[src/design/sml_ram.sv]
// Generic simple dual-port RAM: one write port, one read port, registered read.
// No dependencies.
`default_nettype none
module sml_ram #(
	parameter int WIDTH = 32,
	parameter int DEPTH = 64
) (
	input  wire logic                     clk,
	input  wire logic                     we,
	input  wire logic [$clog2(DEPTH)-1:0] waddr,
	input  wire logic [WIDTH-1:0]         wdata,
	input  wire logic [$clog2(DEPTH)-1:0] raddr,
	output logic      [WIDTH-1:0]         rdata
);

	logic [WIDTH-1:0] mem_q [DEPTH];

	// Write port and registered read port.
	always_ff @(posedge clk) begin
		if (we) begin
			mem_q[waddr] <= wdata;
		end
		rdata <= mem_q[raddr];
	end

endmodule
`default_nettype wire

[config.mk]
export PLATFORM = sky130hd
export DESIGN_NAME = sml_ram
export DESIGN_NICKNAME = d
export VERILOG_FILES = /design/src/design/sml_ram.sv
export SDC_FILE = /design/constraint.sdc
export NUM_CORES = 2
export LEC_CHECK = 0
export BUFFER_PORTS_ARGS = -buffer_cell sky130_fd_sc_hd__buf_2
export CAP_MARGIN = 20
export CORE_AREA = 2 2 365 367
export DETAILED_ROUTE_END_ITERATION = 7
export DIE_AREA = 0 0 367 369
export PLACE_DENSITY = 0.76
export SYNTH_ARGS = -nofsm -noshare
export SYNTH_HDL_FRONTEND = slang
export SYNTH_SLANG_ARGS = --single-unit
export TNS_END_PERCENT = 50
[constraint.sdc]
create_clock -name clk -period 5.3 [get_ports clk]
set_input_delay 0.265 -clock clk [delete_from_list [all_inputs] [get_ports clk]]
set_output_delay 0.265 -clock clk [all_outputs]
set_load 0.005 [all_outputs]
==> results.toml <==
[setup_path]
critPathKind = "in2reg"
crit_chain = "buf_8, buf_4, mux4_2, mux4_2, o22ai_1, nor2_1"
path_buf_inv = 2
crit_path_max_incr_delay_ps = 770
worstRegToRegCells = 4
crit_top_cell = "mux4_2"
slowest_stage = "o22ai_1"
end_kind = "register"
endpoint = "rdata[9]"
reg2reg_from = "mem_q[2][9]"
worstSetupStartpointType = "input port"
worstReg2RegEnd = "rdata[9]"
critPathTopFamily = "buffers and inverters"
crit_cells = 6
cp_max_fo = 56
ff2ff_setup_slack_ps = 2680
worstPathRequired_ps = 5950
cp-startpoint = "raddr[0]"
arrival_ps = 3710

[timing]
post-route-min-period_ps = 3060
rsz0062_at_grt = "false"
max_slew_margin_pct = 30.6
finClkSkew_ps = 24.9
worst_slew_pin_slew_ps = 1040
hold_viol = 0
post-route-period-util_pct = 57.8
maxSlewViolCount = 0
whs_ps = 27.7
setup_viol_count_final = 0
max_freq_mhz = 327
tns_ps = 0
worst_slack_ps = 2240

[placed_design]
gp_congestion = 0.849
placed_cell_area_um2 = 81800
dpl_worst_slack_ps = 1650
place_inst = 5088
portBuffers = 77
dp_hpwl_um = 113000

[yosys]
ys_warn_count = 0
async_flop_share_pct = 0
yosys.area.top_type = "edfxtp_1"
synth-edff-count = 2048
synth_cell_types = 34
ys_seq_elements = 2080
ys_seq_area_share_pct = 79.1
synth_area_per_cell_um2 = 23.6
syn_nets = 3370
synthesis.area_um2 = 78500
synth_common_cells = "2048 x edfxtp_1, 544 x mux4_2, 137 x nor2_1, 93 x mux2i_1, 84 x o22ai_1"
synth_ff_type = "edfxtp_1"
yosys-top-cells-area = "edfxtp_1 78%, mux4_2 16%, mux2i_1 1.2%"
synthCells = 3324
synthDominantCellAreaShare_pct = 78.3
synthMostInstantiatedCell = "edfxtp_1"

[detailed_routing]
via_per_inst = 7.00
vias = 38500
drt_pass1_iterations = 5
wl_per_cell_um = 38.1
drt_iter0_drc = 6754
antenna_left = 0
wl_um = 209000
remaining_drc_errors = 0

[cells_and_area]
syn_to_final_growth_pct = 12.9
final_cell_area_um2 = 88600
final_cells = 5498
utilization_pct = 67.6
final_nets = 3620
final_layout_size_suffix_gt1_share_pct = 29.5

[clock_network]
postCtsSetupRepairBufs = 0
cts_tree = "done"
clk_pin_slew_ps = 60
insertion_delay_ps = 820
cts.sinks = 2080
hold_buffers = 3
cts_buffer_depth = 3
cts_buffers = 190
cts_resized = 0
cts_root_buf = "clkbuf_16"
htree_num_levels = 4

[floorplanning]
coreArea_um2 = 131000
rows = 133
die_w_um = 367
ios = 78
fp.dieArea_um2 = 135000
die_y_um = 369
initial_core_util_pct = 59.9

[global_route]
antenna_found_initial = 15
overflow = 0
grt_pass1_vias = 38800
grt_max_degree = 97
grt_pass1_wl_um = 291000
grtUsageTotal_pct = 31.1

[power_and_ir_drop]
max-vdd-ir-drop_mv = 0.505
power_mw = 33.5
p_leak_nw = 27.7
powerDensity_nw_per_um2 = 378

[worst_hold_path]
hold_class = "in2reg"

[status]
outcome = "complete, no violations"

[flow_run]
maxCapViolCount = 0
[where the power goes]
group	leakage (nW)	switching [mW]	internal, mW	total (mW)
Sequential	18.7	0.106	18.2	18.3
Clock	2.98	5.91	7.58	13.5
Combinational	5.98	1.09	0.648	1.74
Total	27.7	7.11	26.4	33.5
[area by class of cell]
cell class	instances	area [um2]
clock buffers	264	5350
fillers	7753	42500
well taps	1755	2200
multi-input cells	1062	16000
flip-flops and latches	2080	62100
repair buffers	240	2220
diodes	9	22.5
clock inverters	88	726
[worst min path at each step]
| stage | startpoint | to | slack [ps] | cells after the start |
|---|---|---|---|---|
| floorplan | wdata[0] | mem_q[0][0] | 360 | 0 |
| CTS | raddr[4] | rdata[15] | 30 | 3 |
| global placement | rdata[30] | rdata[30] | 660 | 1 |
| finish | wdata[3] | mem_q[63][3] | 30 | 1 |
| global route | wdata[12] | mem_q[21][12] | 20 | 1 |
| detailed placement | rdata[30] | rdata[30] | 670 | 1 |
[logic make-up after synthesis]
| family | after synthesis | share of synthesized area, % |
|---|---|---|
| buffers and inverters | 182 | 1.13 |
| AOI/OAI and AO/OA | 202 | 1.67 |
| muxes | 637 | 16.8 |
| DFF | 2080 | 79.1 |
| and+or+nand+nor | 223 | 1.27 |
[per-layer routing]
layer	global-route usage, %	routed length (um)	share of wire [%]
met1	41.5	69400	33
met4	12.3	9140	4.4
met5	0.748	184	0.088
met2	49.8	103000	49
met3	8.00	28100	13
[state kept, by name, summed over array words and instances (netlist names)]
signal	cells
rdata	32
mem_q	2048
[layout by cell type (no fill, tap or decap), types with 4 or more instances in the layout]
master            n
nand3_1           5
nor2_4           62
buf_12           38
edfxtp_1       2048
bufinv_16        11
clkinv_1         32
nor2b_1          15
diode_2           9
clkbuf_1         51
buf_8             4
dlygate4sd3_1    22
clkinv_2         32
a41o_1            4
nand2b_1          5
o22ai_1          84
clkbuf_8         15
a311oi_1          8
o221ai_1         27
nand2_1          25
a22oi_1          12
clkbuf_16       198
dfxtp_1          32
nand3b_1          5
mux2i_1          93
o32ai_1           4
a21oi_1          62
buf_2            73
nor2_1           75
and3_1            4
mux4_2          544
inv_6             4
clkinvlp_4        5
nor3_1            5
buf_4           101
Note: power is estimated with default switching activity, not from simulation.
